### src/bdmf_pkg.sv
package bdmf_pkg;

  localparam int unsigned ACTION_W = 2;
  localparam int unsigned NOW_W    = 32;
  localparam int unsigned PRESS_W  = 17;
  localparam int unsigned TEMP_W   = 12;
  localparam int unsigned ALT_W    = 16;
  localparam int unsigned VALUE_W  = 14;
  localparam int unsigned DOT_W    = 3;
  localparam int unsigned MODE_W   = 2;
  localparam int unsigned CHANGE_W = 18;
  localparam int unsigned DEB_W    = 16;

  localparam int unsigned IN_TDATA_W  = 80;  // 77 field bits padded to bytes
  localparam int unsigned OUT_TDATA_W = 40;  // 35 field bits padded to bytes

  typedef enum logic [ACTION_W-1:0] {
    ACT_SAMPLE     = 2'd0,
    ACT_BUTTON_ONE = 2'd1,
    ACT_BUTTON_TWO = 2'd2,
    ACT_UNUSED     = 2'd3
  } action_t;

  typedef enum logic [MODE_W-1:0] {
    MODE_PRESSURE    = 2'd0,
    MODE_DELTA       = 2'd1,
    MODE_TEMPERATURE = 2'd2,
    MODE_ALTITUDE    = 2'd3
  } mode_t;

  localparam logic [DEB_W-1:0]   DEBOUNCE_RESET = 16'd200;
  localparam logic [VALUE_W-1:0] DISPLAY_MAX    = 14'd9999;
  localparam logic [DOT_W-1:0]   DOT_POS0       = 3'd0;
  localparam logic [DOT_W-1:0]   DOT_POS1       = 3'd1;
  localparam logic [DOT_W-1:0]   DOT_NONE       = 3'd4;

  // Round to hundreds: (p + 50) / 100 as (x * ceil(2^24 / 100)) >> 24,
  // exact for x below 199728, which covers every 17-bit pressure plus 50.
  localparam logic [PRESS_W:0] ROUND_HALF   = 18'd50;
  localparam logic [PRESS_W:0] RECIP_HUNDRED = 18'd167773;
  localparam int unsigned      RECIP_SHIFT  = 24;
  localparam int unsigned      HUND_W       = 2 * (PRESS_W + 1) - RECIP_SHIFT;

  function automatic logic [VALUE_W-1:0] sat_display(input logic [PRESS_W-1:0] v);
    logic [VALUE_W-1:0] r;
    if (v > {{(PRESS_W - VALUE_W){1'b0}}, DISPLAY_MAX}) begin
      r = DISPLAY_MAX;
    end else begin
      r = v[VALUE_W-1:0];
    end
    return r;
  endfunction

endpackage

### src/bdmf_format.sv
module bdmf_format
  import bdmf_pkg::*;
(
  input  mode_t                       mode,
  input  logic [PRESS_W-1:0]          pressure,
  input  logic signed [CHANGE_W-1:0]  pressure_change,
  input  logic signed [TEMP_W-1:0]    temp_tenths,
  input  logic signed [ALT_W-1:0]     altitude,
  output logic [VALUE_W-1:0]          display_value,
  output logic [DOT_W-1:0]            dot_code
);

  logic [PRESS_W:0]             rounded;
  logic [2*(PRESS_W+1)-1:0]     product;
  logic [HUND_W-1:0]            hundreds;
  logic [PRESS_W-1:0]           magnitude;
  logic [CHANGE_W-1:0]          negated;
  logic [TEMP_W+2:0]            temp_mag;
  logic [TEMP_W+2:0]            temp_scaled;

  assign rounded  = {1'b0, pressure} + ROUND_HALF;
  assign product  = rounded * RECIP_HUNDRED;
  assign hundreds = product[RECIP_SHIFT +: HUND_W];

  // Delta never reaches -2^17, so the magnitude fits 17 bits.
  assign negated   = -pressure_change;
  assign magnitude = pressure_change[CHANGE_W-1] ? negated[PRESS_W-1:0]
                                                 : pressure_change[PRESS_W-1:0];

  // x10 as x8 + x2 on the non-negative magnitude.
  assign temp_mag    = {4'b0000, temp_tenths[TEMP_W-2:0]};
  assign temp_scaled = (temp_mag << 3) + (temp_mag << 1);

  always_comb begin
    display_value = '0;
    dot_code      = DOT_NONE;
    case (mode)
      MODE_DELTA: begin
        display_value = sat_display(magnitude);
        dot_code      = DOT_NONE;
      end
      MODE_TEMPERATURE: begin
        if (temp_tenths[TEMP_W-1]) begin
          display_value = '0;
          dot_code      = DOT_NONE;
        end else begin
          display_value = sat_display({2'b00, temp_scaled});
          dot_code      = DOT_POS1;
        end
      end
      MODE_ALTITUDE: begin
        if (altitude[ALT_W-1]) begin
          display_value = '0;
        end else begin
          display_value = sat_display({2'b00, altitude[ALT_W-2:0]});
        end
        dot_code = DOT_NONE;
      end
      default: begin
        display_value = sat_display({{(PRESS_W - HUND_W){1'b0}}, hundreds});
        dot_code      = DOT_POS0;
      end
    endcase
  end

endmodule

### src/barometer_display_mode_formatter_core.sv
// A sample word accepted on s_axis passes the input register, then the result register.
// One input word per cycle unless a sample waits on a full result register; set by the
// single input and result registers, with mode and debounce state updated in one pass.
// Button words update state and produce no result word.
// Reset (rst, synchronous, active high): mode pressure, debounce 200 ms,
// last-press ticks and previous pressure zero, first-sample flag clear, no words held.
module barometer_display_mode_formatter_core
  import bdmf_pkg::*;
(
  input  logic                   clk,
  input  logic                   rst,
  // Debounce register write port
  input  logic                   cfg_wen,
  input  logic [DEB_W-1:0]       cfg_wdata,
  // Input stream
  input  logic                   s_axis_tvalid,
  output logic                   s_axis_tready,
  // [31:0] now_ms, [48:32] pressure, [60:49] temperature in tenths, [76:61] altitude
  input  logic [IN_TDATA_W-1:0]  s_axis_tdata,
  // [1:0] action
  input  logic [ACTION_W-1:0]    s_axis_tuser,
  // Result stream
  output logic                   m_axis_tvalid,
  input  logic                   m_axis_tready,
  // [13:0] display_value, [16:14] dot_code, [34:17] pressure_change
  output logic [OUT_TDATA_W-1:0] m_axis_tdata,
  // [1:0] active_mode
  output logic [MODE_W-1:0]      m_axis_tuser
);

  // Input register
  logic                      s1_valid;
  action_t                   s1_action;
  logic [NOW_W-1:0]          s1_now;
  logic [PRESS_W-1:0]        s1_pressure;
  logic signed [TEMP_W-1:0]  s1_temp;
  logic signed [ALT_W-1:0]   s1_alt;

  // Block state
  logic [DEB_W-1:0]          debounce_ms;
  mode_t                     mode;
  mode_t                     mode_next;
  logic                      seen_first;
  logic [PRESS_W-1:0]        prev_pressure;
  logic [NOW_W-1:0]          last_one;
  logic [NOW_W-1:0]          last_two;

  // Result register
  logic                      out_valid;
  logic [VALUE_W-1:0]        out_value;
  logic [DOT_W-1:0]          out_dot;
  mode_t                     out_mode;
  logic signed [CHANGE_W-1:0] out_change;

  logic                      s_fire;
  logic                      out_free;
  logic                      s1_fire;
  logic                      is_sample;
  logic [NOW_W-1:0]          gap_one;
  logic [NOW_W-1:0]          gap_two;
  logic                      press_one_ok;
  logic                      press_two_ok;
  logic [PRESS_W-1:0]        prev_eff;
  logic signed [CHANGE_W-1:0] change;
  logic [VALUE_W-1:0]        fmt_value;
  logic [DOT_W-1:0]          fmt_dot;

  // The result register frees up when empty or when its word is taken.
  // A button word needs no result slot, so it drains even while m_axis stalls.
  assign out_free      = !out_valid || m_axis_tready;
  assign is_sample     = (s1_action == ACT_SAMPLE);
  assign s1_fire       = s1_valid && (out_free || !is_sample);
  assign s_axis_tready = !s1_valid || s1_fire;
  assign s_fire        = s_axis_tvalid && s_axis_tready;

  // Debounce: elapsed ticks modulo 2^32 must strictly exceed the setting.
  assign gap_one      = s1_now - last_one;
  assign gap_two      = s1_now - last_two;
  assign press_one_ok = gap_one > {{(NOW_W - DEB_W){1'b0}}, debounce_ms};
  assign press_two_ok = gap_two > {{(NOW_W - DEB_W){1'b0}}, debounce_ms};

  always_comb begin
    mode_next = mode;
    case (s1_action)
      ACT_BUTTON_ONE: begin
        if (press_one_ok) begin
          mode_next = (mode == MODE_DELTA) ? MODE_PRESSURE : MODE_DELTA;
        end
      end
      ACT_BUTTON_TWO: begin
        if (press_two_ok) begin
          case (mode)
            MODE_TEMPERATURE: mode_next = MODE_ALTITUDE;
            MODE_ALTITUDE:    mode_next = MODE_PRESSURE;
            default:          mode_next = MODE_TEMPERATURE;
          endcase
        end
      end
      default: mode_next = mode;
    endcase
  end

  // First sample compares against itself, so its change is zero.
  assign prev_eff = seen_first ? prev_pressure : s1_pressure;
  assign change   = $signed({1'b0, s1_pressure}) - $signed({1'b0, prev_eff});

  bdmf_format u_format (
    .mode            (mode),
    .pressure        (s1_pressure),
    .pressure_change (change),
    .temp_tenths     (s1_temp),
    .altitude        (s1_alt),
    .display_value   (fmt_value),
    .dot_code        (fmt_dot)
  );

  // Capture an input word; hold it until it can move on.
  always_ff @(posedge clk) begin
    if (rst) begin
      s1_valid <= 1'b0;
    end else if (s_fire) begin
      s1_valid <= 1'b1;
    end else if (s1_fire) begin
      s1_valid <= 1'b0;
    end
  end

  always_ff @(posedge clk) begin
    if (s_fire) begin
      s1_action   <= action_t'(s_axis_tuser);
      s1_now      <= s_axis_tdata[31:0];
      s1_pressure <= s_axis_tdata[48:32];
      s1_temp     <= s_axis_tdata[60:49];
      s1_alt      <= s_axis_tdata[76:61];
    end
  end

  // Debounce setting; the user must write it only while the block is idle (not enforced here).
  always_ff @(posedge clk) begin
    if (rst) begin
      debounce_ms <= DEBOUNCE_RESET;
    end else if (cfg_wen) begin
      debounce_ms <= cfg_wdata;
    end
  end

  // Advance mode and press history when a word leaves the input register.
  always_ff @(posedge clk) begin
    if (rst) begin
      mode          <= MODE_PRESSURE;
      seen_first    <= 1'b0;
      prev_pressure <= '0;
      last_one      <= '0;
      last_two      <= '0;
    end else if (s1_fire) begin
      mode <= mode_next;
      if (s1_action == ACT_BUTTON_ONE && press_one_ok) begin
        last_one <= s1_now;
      end
      if (s1_action == ACT_BUTTON_TWO && press_two_ok) begin
        last_two <= s1_now;
      end
      if (is_sample) begin
        seen_first    <= 1'b1;
        prev_pressure <= s1_pressure;
      end
    end
  end

  // Result register: load on a sample, drop once taken.
  always_ff @(posedge clk) begin
    if (rst) begin
      out_valid <= 1'b0;
    end else if (s1_fire && is_sample) begin
      out_valid <= 1'b1;
    end else if (m_axis_tready) begin
      out_valid <= 1'b0;
    end
  end

  always_ff @(posedge clk) begin
    if (s1_fire && is_sample) begin
      out_value  <= fmt_value;
      out_dot    <= fmt_dot;
      out_mode   <= mode;
      out_change <= change;
    end
  end

  assign m_axis_tvalid = out_valid;
  assign m_axis_tdata  = {{(OUT_TDATA_W - CHANGE_W - DOT_W - VALUE_W){1'b0}},
                          out_change, out_dot, out_value};
  assign m_axis_tuser  = out_mode;

endmodule

### config.mk
export PLATFORM = sky130hd
export DESIGN_NAME = barometer_display_mode_formatter_core
export DESIGN_NICKNAME = d
export VERILOG_FILES = /design/src/bdmf_pkg.sv /design/src/bdmf_format.sv /design/src/barometer_display_mode_formatter_core.sv
export SDC_FILE = /design/constraint.sdc
export NUM_CORES = 1
export LEC_CHECK = 0
export BUFFER_PORTS_ARGS = -buffer_cell sky130_fd_sc_hd__buf_2
export CAP_MARGIN = 20
export CELL_PAD_IN_SITES_DETAIL_PLACEMENT = 0
export CELL_PAD_IN_SITES_GLOBAL_PLACEMENT = 1
export CORE_MARGIN = 3
export CORE_UTILIZATION = 44
export DETAILED_ROUTE_END_ITERATION = 6
export PLACE_DENSITY_LB_ADDON = 0.1
export SYNTH_ARGS = -nofsm -noshare
export SYNTH_HDL_FRONTEND = slang
export SYNTH_SLANG_ARGS = --single-unit
### constraint.sdc
create_clock -name clk -period 7.85 [get_ports clk]
set_input_delay 1.57 -clock clk [delete_from_list [all_inputs] [get_ports clk]]
set_output_delay 1.57 -clock clk [all_outputs]
set_load 0.05 [all_outputs]
==> impl_metrics.json, run 1 <==
{
  "gpl.final_weighted_congestion": 0.8905,
  "netlist_instances": 2270,
  "initial_utilization_pct": 44.93,
  "post_synth_num_cell_types": 85,
  "timing.critical_path.to_type": "flop",
  "cts.sinks": 217,
  "largest_stage_delay_worst_path_ns": 0.58,
  "cts.root.buffer_cell": "clkbuf_16",
  "leakage_nw": 10.19,
  "maximum_resistive_drop_on_vdd_uv": 752.3,
  "vias_per_cell": 5.393,
  "drtAntennaViolNets": 0,
  "critical_path_class": "flop to flop",
  "hp-class": "flop to flop",
  "report.final.setup_viol": 0,
  "postLayoutSetupSlackWorst_ns": 0.3720,
  "worst_r2r_startpoint": "s1_pressure[1]$_DFFE_PP_",
  "all_layer_global_routing_usage_pct": 21.57,
  "worst-endpoint-required_ns": 8.13,
  "result_of_the_run": "finished, final reports clean",
  "avgRoutedWirePerCell_um": 17.69,
  "drc_violation_count_after_routing": 0,
  "power_per_cell_area_nw_per_um2": 316.4,
  "placedCellCount": 2996,
  "dieHeight_um": 222.4,
  "synth_enable_flop_cells": 115,
  "totalPowerFinal_mw": 7.359,
  "cap_violations": 0,
  "timing_hold_violations_final": 0,
  "synth.top_cells.by_area": "edfxtp_1, ha_1, fa_1, dfxtp_1, inv_1",
  "syn-mean-instance-area_um2": 9.079,
  "number_of_vias_after_detailed_routing": 16470,
  "max_slew.worst_pin.slew_ns": 1.065,
  "insertion_delay_ns": 0.58,
  "dr.pass1.iters": 5,
  "final_min_period_over_clock_period_pct": 95.26,
  "critical_path_peak_fanout": 4,
  "grt_max_degree": 80,
  "grt-ovfl-total": 0,
  "cts_htree_levels": 1,
  "insertedDiodeCount": 0,
  "slew-limit-headroom_pct": 28.48,
  "synth.largest_area_cell": "edfxtp_1",
  "rows": 78,
  "cts_buffer_depth": 3,
  "drt_iter0_drc": 894,
  "finClkSkew_ns": 0.01772,
  "detail_route.wirelength_um": 54020,
  "startpoint_type_of_the_worst_setup_path": "flop",
  "fillers": 4404,
  "cts.clk_slew.worst_paths_ns": 0.06,
  "grt_pass1_wl_um": 86640,
  "critPathArrivalTime_ns": 7.76,
  "clock.fmax_mhz": 133.7,
  "r2r_slack_ns": 0.37,
  "synth_async_sr_flop_share_pct": 0,
  "synth_top_area_share_pct": 16.76,
  "ios": 147,
  "r2r_cells": 29,
  "numCtsBuffers": 28,
  "fin_hold_ws_ns": 0.4541,
  "seqCellArea_um2": 5495,
  "fp.dieArea_um2": 49470,
  "worst_hold_path.endpoint": "prev_pressure[14]$_SDFFE_PP0P_",
  "worst_hold_startpoint": "prev_pressure[14]$_SDFFE_PP0P_",
  "total_number_of_nets_in_the_final_design": 2922,
  "min_path_cells": 2,
  "number_of_antenna_violations_at_the_first_check_in_global_routing": 0,
  "worst_path_max_delay_cell": "fa_1",
  "synthesis.area_um2": 20610,
  "coreArea_um2": 45870,
  "port_buffers": 137,
  "area_of_the_multi_input_gates_um2": 13580,
  "layoutNonFillerInstCount": 3053,
  "dp_slack_ns": -0.08632,
  "area_growth_syn_to_fin_pct": 12.87,
  "drv_slew": 0,
  "cts_tree": "done",
  "die_width_um": 222.4,
  "ys_seq_area_share_pct": 26.67,
  "synthesis_warning_total": 0,
  "postSynthRegisterBits": 217,
  "primary_ff_master_synth": "edfxtp_1",
  "first_global_vias": 16390,
  "cts_hold_buf": 0,
  "hpwl_um": 44050,
  "period_minus_slack_ns": 7.478,
  "drive_above_1_share_pct": 11.99,
  "r2r-end": "out_value[9]$_DFFE_PP_"
}
## registers in the layout (all words and copies together) (netlist names), 12 cells and up
name / count
s1_temp: 12
s1_alt: 16
s1_pressure: 17
prev_pressure: 17
out_value: 14
last_one: 32
s1_now: 32
out_change: 18
last_two: 32
debounce_ms: 16
## final cells by class
cell class	count	share of cell area, %
sequential	217	23.62
timing repair buffer	200	5.218
clock inverter	16	0.6724
multi-input combinational	1635	58.40
clock buffer	36	3.227
inverter	349	5.632
tap	600	3.227
## power breakdown
| part | leakage (nW) | switching (mW) | total [mW] | internal [mW] |
|---|---|---|---|---|
| clock | 0.437 | 0.518 | 1.26 | 0.743 |
| sequential | 1.93 | 0.0442 | 1.37 | 1.32 |
| combinational | 7.82 | 2.68 | 4.73 | 2.05 |
## worst max-delay path by stage
stage / slack (ns) / depth (start not counted) / endpoint / start
6_report: 0.37 / 29 / out_value[9]$_DFFE_PP_ / s1_pressure[1]$_DFFE_PP_
5_1_grt: -0.006 / 29 / out_value[9]$_DFFE_PP_ / s1_pressure[1]$_DFFE_PP_
4_1_cts: 0.005 / 30 / out_value[11]$_DFFE_PP_ / s1_pressure[3]$_DFFE_PP_
3_5_place_dp: -0.09 / 30 / out_value[11]$_DFFE_PP_ / s1_pressure[3]$_DFFE_PP_
3_3_place_gp: -0.02 / 29 / out_value[11]$_DFFE_PP_ / s1_pressure[1]$_DFFE_PP_
2_1_floorplan: 0.13 / 31 / out_value[11]$_DFFE_PP_ / s1_pressure[1]$_DFFE_PP_
## synth_stat cells, types with 9 or more instances
| library cell | n |
|---|---|
| nand2b_1 | 16 |
| and3_1 | 17 |
| o21ai_0 | 121 |
| nor3_1 | 25 |
| o21a_1 | 20 |
| nand2_1 | 124 |
| o21bai_1 | 13 |
| or3_1 | 13 |
| a211oi_1 | 20 |
| or2_2 | 16 |
| and2_1 | 16 |
| fa_1 | 123 |
| xor2_1 | 41 |
| nand3_1 | 64 |
| nor2_1 | 137 |
| a21oi_1 | 178 |
| edfxtp_1 | 115 |
| clkbuf_1 | 50 |
| buf_1 | 9 |
| inv_1 | 346 |
| mux2i_1 | 68 |
| nand4_1 | 19 |
| a21o_1 | 45 |
| dfxtp_1 | 102 |
| a31oi_1 | 9 |
| nor2b_1 | 23 |
| ha_1 | 265 |
| xnor2_1 | 75 |
| o211ai_1 | 22 |
## logic make-up after synthesis
logic type | after synthesis | synth area share, %
AO/OA/AOI/OAI | 535 | 16.48
XOR/XNOR | 116 | 4.930
adder cells (fa/ha/maj) | 388 | 28.04
buffers and inverters | 423 | 7.899
flip-flops | 217 | 26.67
multiplexers | 73 | 3.576
other | 1 | 0.01820
AND/OR/NAND/NOR | 517 | 12.40
## per-stage QoR
stage | TNS (ns) | util (%) | instance area [µm²]
4_1_cts | 0 | 50.44 | 23140
2_1_floorplan | 0 | - | 20630
3_3_place_gp | -0.02034 | 48.40 | 22200
3_5_place_dp | -0.1476 | 48.46 | 22230
5_1_grt | -0.006111 | 50.71 | 23260
6_report | 0 | 50.71 | 23260
## cell usage in the layout, fill, tap and decap left out, types with 7 or more instances in the layout
cell type  count
nor2_1       135
or3_1         13
or2_2         16
nor4_1         8
buf_2        136
a221oi_1       7
a2bb2oi_1      7
and2_1        15
o21ai_0      120
fa_1         123
xnor2_1       75
mux2i_1       68
nand4_1       19
nor2b_1       23
o211ai_1      22
a211oi_1      20
nand2b_1      16
ha_1         264
nand2_1      124
clkbuf_16     28
o21a_1        20
dfxtp_1      102
and3_1        17
nor3b_1        7
a21o_1        45
inv_1        346
a21oi_1      176
buf_4         61
a2111oi_0      7
nand3_1       63
nor3_1        25
edfxtp_1     115
a31oi_1        8
o21bai_1      13
xor2_1        40
## worst max-delay path, delay by kind of cell (launching register included)
family,cells,cell delay (ns)
compound gates,5,0.96
xor+xnor,2,0.46
fa+ha+maj,8,3.42
buf+inv,5,0.34
flops,1,0.39
simple gates,9,1.61
## routing by layer
metal / share of wire (%) / track usage, % / vias to the layer above
met3: 3.0 / 1.969 / 75
met4: 2.5 / 5.373 / 0
met1: 45 / 28.83 / 7918
li1: - / - / 8218
met2: 49 / 37.77 / 255
met5: 0 / 0 / -
## repair_timing
item	in CTS	in global routing
gates resized for setup	1	12
setup buffers	0	3
pin swaps	0	5
setup endpoints to repair	4	8
(Power assumes the default switching activity.)
==> run 2, diff against run 1 <==
- BUFFER_PORTS_ARGS: -buffer_cell sky130_fd_sc_hd__buf_2 -> unset
- CORE_UTILIZATION: 44 -> 47
- CTS_BUF_LIST: unset -> sky130_fd_sc_hd__clkbuf_2
- DONT_BUFFER_PORTS: unset -> 1
==> impl_metrics.json, run 2 (synthesized netlist as in run 1, its figures left out) <==
{
  "r2r_slack_ns": 0.41,
  "startpoint_type_of_the_worst_setup_path": "flop",
  "number_of_antenna_violations_at_the_first_check_in_global_routing": 7,
  "coreArea_um2": 43170,
  "drtAntennaViolNets": 0,
  "grt-ovfl-total": 0,
  "final_core_utilization_pct": 51.60,
  "layoutNonFillerInstCount": 2958,
  "cts_hold_buf": 0,
  "critPathArrivalTime_ns": 8.11,
  "cpLargestDelayFamily": "adder cells",
  "dr.pass1.iters": 5,
  "vias_per_cell": 5.428,
  "result_of_the_run": "finished, final reports clean",
  "drive_above_1_share_pct": 9.244,
  "timing_hold_violations_final": 0,
  "largest_stage_delay_worst_path_ns": 0.54,
  "worst-endpoint-required_ns": 8.52,
  "setup.worst_path.start": "s1_pressure[2]$_DFFE_PP_",
  "insertion_delay_ns": 0.99,
  "number_of_vias_after_detailed_routing": 16060,
  "area_growth_syn_to_fin_pct": 8.093,
  "maximum_resistive_drop_on_vdd_uv": 576.6,
  "initial_utilization_pct": 47.74,
  "finClkSkew_ns": 0.1174,
  "ios": 147,
  "drc_violation_count_after_routing": 0,
  "rows": 76,
  "r2r_cells": 32,
  "gpl.final_weighted_congestion": 0.8947,
  "leakage_nw": 9.628,
  "worst_path_max_delay_cell": "fa_1",
  "drt_iter0_drc": 713,
  "critical_path_peak_fanout": 4,
  "cts.sinks": 217,
  "cts_tree": "done",
  "cts.clk_slew.worst_paths_ns": 0.11,
  "power_per_cell_area_nw_per_um2": 314.4,
  "max_slew.worst_pin.slew_ns": 1.088,
  "total_number_of_nets_in_the_final_design": 2814,
  "cap_violations": 0,
  "hpwl_um": 43000,
  "critical_path_class": "flop to flop",
  "slew-limit-headroom_pct": 27.39,
  "first_global_vias": 16150,
  "drv_slew": 0,
  "avgRoutedWirePerCell_um": 17.95,
  "r2r-end": "out_value[9]$_DFFE_PP_",
  "dieHeight_um": 215.4,
  "fp.dieArea_um2": 46400,
  "final_min_period_over_clock_period_pct": 94.78,
  "layout.cells.most_common": "inv_1",
  "critical_path_cell_count": 32,
  "period_minus_slack_ns": 7.440,
  "port_buffers": 0,
  "cts_buffer_depth": 3,
  "setup.worst_path.end": "out_value[9]$_DFFE_PP_",
  "cts_htree_levels": 2,
  "grt_pass1_wl_um": 85460,
  "timing.critical_path.to_type": "flop",
  "worst_r2r_startpoint": "s1_pressure[2]$_DFFE_PP_",
  "grt_max_degree": 100,
  "timing.critical_path.buf_inv": 7,
  "clock.fmax_mhz": 134.4,
  "placedCellCount": 2839,
  "die_width_um": 215.4,
  "detail_route.wirelength_um": 53100,
  "layout_top_registers": "last_one (32), last_two (32), s1_now (32)",
  "all_layer_global_routing_usage_pct": 22.81,
  "numCtsBuffers": 58,
  "crit_path_frequent_cell": "fa_1",
  "postLayoutSetupSlackWorst_ns": 0.4100,
  "report.final.setup_viol": 0,
  "cts.root.buffer_cell": "clkbuf_2",
  "dp_slack_ns": -0.09064,
  "hp-class": "flop to flop",
  "layout.cells.most_common_list": "inv_1, ha_1, a21oi_1"
}
-- run 2: changes by cell type in the layout (fill, tap and decap cells not counted), sizes merged, moves of 4 or more --
| cell | change |
|---|---|
| buf | -138 |
| clkbuf | +51 |
| clkinv | +6 |
| diode | +4 |
-- run 2: per-stage QoR --
stage	setup TNS [ns]	area [µm²]	hold WS, ns	power [mW]
global route	-0.01643	22280	0.4753	7.863
finish	0	22280	0.4534	7.004
detailed placement	-0.1901	21490	0.4412	6.051
global placement	-0.01800	21460	0.4360	5.988
floorplan	0	20630	0.4360	4.804
CTS	0	22030	0.4524	6.970
-- run 2: what timing repair did --
item,CTS,global route
gates cloned,0,0
hold endpoints to repair,0,0
gates resized for setup,2,30
endpoints found under the setup margin,5,8
buffers inserted,0,7
pin swaps,0,20
-- run 2: worst min-delay path, delay by kind of cell, from the launching register on --
family	cells	cell delay, ns
compound gates	1	0.05
flops	1	0.32
simple gates	1	0.05
-- run 2: layout make-up --
type                            instances  area (µm²)
Clock inverter                         19       106.4
Sequential cell                       217        5495
Fill cell                            4190       20900
Inverter                              349        1310
Multi-Input combinational cell       1635       13670
Antenna cell                            4       10.01
Clock buffer                           87       435.4
Tap cell                              585       732.0
Timing Repair Buffer                   62       518.0
-- run 2: per-layer routing --
metal,vias up,wire (µm),track usage [%]
li1,8033,-,-
met1,7634,23740,29.26
met2,298,25900,39.85
met3,87,1904,3.027
met4,4,1538,7.667
met5,-,17,0
-- run 2: power breakdown --
part / leakage [nW] / switching (mW) / internal, mW
registers: 1.93 / 0.103 / 1.32
clock network: 0.412 / 0.480 / 0.330
logic: 7.29 / 2.68 / 2.09
-- run 2: worst min-delay path by stage --
stage	startpoint	endpoint	slack [ns]	depth (start not counted)
final	prev_pressure[15]$_SDFFE_PP0P_	prev_pressure[15]$_SDFFE_PP0P_	0.45	2
after global routing	prev_pressure[10]$_SDFFE_PP0P_	prev_pressure[10]$_SDFFE_PP0P_	0.48	2
after CTS	prev_pressure[14]$_SDFFE_PP0P_	prev_pressure[14]$_SDFFE_PP0P_	0.45	2
after detailed placement	prev_pressure[14]$_SDFFE_PP0P_	prev_pressure[14]$_SDFFE_PP0P_	0.44	2
after global placement	prev_pressure[14]$_SDFFE_PP0P_	prev_pressure[14]$_SDFFE_PP0P_	0.44	2
after floorplan	prev_pressure[10]$_SDFFE_PP0P_	prev_pressure[10]$_SDFFE_PP0P_	0.44	2
==> run 3, diff against run 2 <==
- SYNTH_HIERARCHICAL: unset -> 1
==> impl_metrics.json, run 3 <==
{
  "result_of_the_run": "finished, final reports clean",
  "worst_r2r_startpoint": "s1_pressure[1]$_DFFE_PP_",
  "gpl.final_weighted_congestion": 0.8827,
  "timing.critical_path.to_type": "flop",
  "rsz0062_at_grt": "false",
  "placedCellCount": 2775,
  "grt_util_met3_pct": 5.042,
  "synth_top_area_share_pct": 16.97,
  "fin_hold_ws_ns": 0.4552,
  "synth.largest_area_cell": "edfxtp_1",
  "dr.pass1.iters": 5,
  "dp_slack_ns": 0.2379,
  "critical_path_peak_fanout": 6,
  "hp-class": "flop to flop",
  "hpwl_um": 42410,
  "report.final.setup_viol": 0,
  "number_of_vias_after_detailed_routing": 15620,
  "r2r-end": "out_value[7]$_DFFE_PP_",
  "clock.fmax_mhz": 135.0,
  "grt-busiest-layer": "met2",
  "layout.cells.most_common_list": "inv_1, ha_1, nor2_1",
  "initial_utilization_pct": 48.29,
  "cts_htree_levels": 2,
  "synth.top_cells.by_area": "edfxtp_1, ha_1, fa_1, dfxtp_1, inv_1",
  "grt_pass1_wl_um": 83610,
  "cts.clk_slew.worst_paths_ns": 0.10,
  "number_of_antenna_violations_at_the_first_check_in_global_routing": 6,
  "cts.sinks": 218,
  "fillers": 4024,
  "setup_total_negative_slack_ns": 0,
  "first_global_vias": 15740,
  "layoutNonFillerInstCount": 2896,
  "grt_max_degree": 101,
  "total_number_of_nets_in_the_final_design": 2756,
  "synth_enable_flop_cells": 116,
  "slew-limit-headroom_pct": 31.89,
  "dieHeight_um": 215.0,
  "drt_iter0_drc": 704,
  "all_layer_global_routing_usage_pct": 22.66,
  "drv_slew": 0,
  "synth_async_sr_flop_share_pct": 0,
  "final_min_period_over_clock_period_pct": 94.38,
  "worst_path_max_delay_cell": "fa_1",
  "setup.worst_path.start": "s1_pressure[1]$_DFFE_PP_",
  "r2r_cells": 28,
  "cts_tree": "done",
  "startpoint_type_of_the_worst_setup_path": "flop",
  "detail_route.wirelength_um": 52590,
  "vias_per_cell": 5.393,
  "area_growth_syn_to_fin_pct": 6.754,
  "critPathArrivalTime_ns": 8.15,
  "cts.root.buffer_cell": "clkbuf_2",
  "numCtsBuffers": 59,
  "drtAntennaViolNets": 0,
  "cts_buffer_depth": 3,
  "grt-ovfl-total": 0,
  "fp.dieArea_um2": 46220,
  "seqCellArea_um2": 5525,
  "cap_violations": 0,
  "period_minus_slack_ns": 7.409,
  "worst-endpoint-required_ns": 8.59,
  "largest_stage_delay_worst_path_ns": 0.57,
  "timing_hold_violations_final": 0,
  "critical_path_class": "flop to flop",
  "max_slew.worst_pin.slew_ns": 1.022,
  "ios": 147,
  "dominant_cell_by_count_in_the_synthesized_netlist": "inv_1",
  "postSynthRegisterBits": 218,
  "ys_seq_area_share_pct": 26.92,
  "primary_ff_master_synth": "edfxtp_1",
  "synthesis.area_um2": 20530,
  "die_width_um": 215.0,
  "globalRouteMet2Util_pct": 38.04,
  "drive_above_1_share_pct": 7.559,
  "synth.top_cells.by_count": "inv_1, ha_1, nor2_1, a21oi_1, fa_1",
  "postLayoutSetupSlackWorst_ns": 0.4412,
  "netlist_instances": 2217,
  "leakage_nw": 10.05,
  "layout.cells.most_common": "inv_1",
  "r2r_slack_ns": 0.44,
  "port_buffers": 0,
  "maximum_resistive_drop_on_vdd_uv": 372.9,
  "syn-mean-instance-area_um2": 9.258,
  "avgRoutedWirePerCell_um": 18.16,
  "setup.worst_path.end": "out_value[7]$_DFFE_PP_",
  "totalPowerFinal_mw": 7.191,
  "post_synth_num_cell_types": 82,
  "rows": 75,
  "layout_top_registers": "last_one (32), last_two (32), s1_now (32)",
  "power_per_cell_area_nw_per_um2": 328.2,
  "drc_violation_count_after_routing": 0,
  "area_of_the_multi_input_gates_um2": 13360,
  "finClkSkew_ns": 0.1512,
  "coreArea_um2": 42510,
  "insertion_delay_ns": 1.02,
  "synthesis_warning_total": 6,
  "m1_gr_usage_pct": 28.52
}
## run 3: cell types whose count changed after synthesis, moves of 22 or more
cell and delta:
nand3_1 -22, o21ai_0 -52, nor2_1 +46, a21oi_1 -27, mux2i_1 +29
## run 3: area by class of cell
cell class	instances	area share, %
antenna	4	0.04568
clock buffer	88	2.010
clock inverter	23	0.6795
inverter	352	6.030
multi-input combinational	1589	60.98
sequential	218	25.22
tap	577	3.295
timing repair buffer	45	1.747
## run 3: timing repair
item / 4_1_cts / 5_1_grt
hold buffers: 0 / 0
gates resized for setup: 0 / 3
setup buffers: 0 / 4
endpoints found under the setup margin: 0 / 5
## run 3: worst max-delay path, delay by kind of cell (launching register included)
kind	cells	cell delay, ns
buf+inv	6	0.63
simple gates	6	1.09
xor+xnor	3	0.60
flops	1	0.49
compound gates	5	1.18
fa+ha+maj	8	3.17
## run 3: worst min path at each step
stage | endpoint | from | depth (start not counted)
2_1_floorplan | prev_pressure[10]$_SDFFE_PP0P_ | prev_pressure[10]$_SDFFE_PP0P_ | 2
3_3_place_gp | prev_pressure[7]$_SDFFE_PP0P_ | prev_pressure[7]$_SDFFE_PP0P_ | 2
3_5_place_dp | prev_pressure[1]$_SDFFE_PP0P_ | prev_pressure[1]$_SDFFE_PP0P_ | 2
4_1_cts | prev_pressure[1]$_SDFFE_PP0P_ | prev_pressure[1]$_SDFFE_PP0P_ | 2
5_1_grt | prev_pressure[4]$_SDFFE_PP0P_ | prev_pressure[4]$_SDFFE_PP0P_ | 2
6_report | prev_pressure[5]$_SDFFE_PP0P_ | prev_pressure[5]$_SDFFE_PP0P_ | 2
## run 3: report_power, final
group / total, mW / leakage (nW) / internal (mW) / switching (mW)
Clock: 0.876 / 0.441 / 0.371 / 0.506
Combinational: 4.89 / 7.67 / 2.13 / 2.77
Sequential: 1.42 / 1.94 / 1.32 / 0.101
Total: 7.19 / 10.0 / 3.82 / 3.37
## run 3: cells by family after synthesis
group | Yosys count | share of synthesized area, %
compound gates | 440 | 13.84
mux | 98 | 4.785
flops | 218 | 26.92
buf+inv | 414 | 8.223
xor+xnor | 121 | 5.163
simple gates | 536 | 12.88
fa+ha+maj | 388 | 28.15
other cells | 2 | 0.03659
## run 3: per-stage QoR
step,utilization (%),area (µm²)
3_5_place_dp,49.94,21230
4_1_cts,51.32,21820
2_1_floorplan,-,20540
5_1_grt,51.54,21910
6_report,51.55,21910
3_3_place_gp,49.94,21230
## run 3: routing by layer
layer / routed length [µm] / vias up
met3: 2779 / 108
met1: 22980 / 7329
met2: 24870 / 392
met4: 1924 / 4
li1: - / 7786
met5: 32 / -
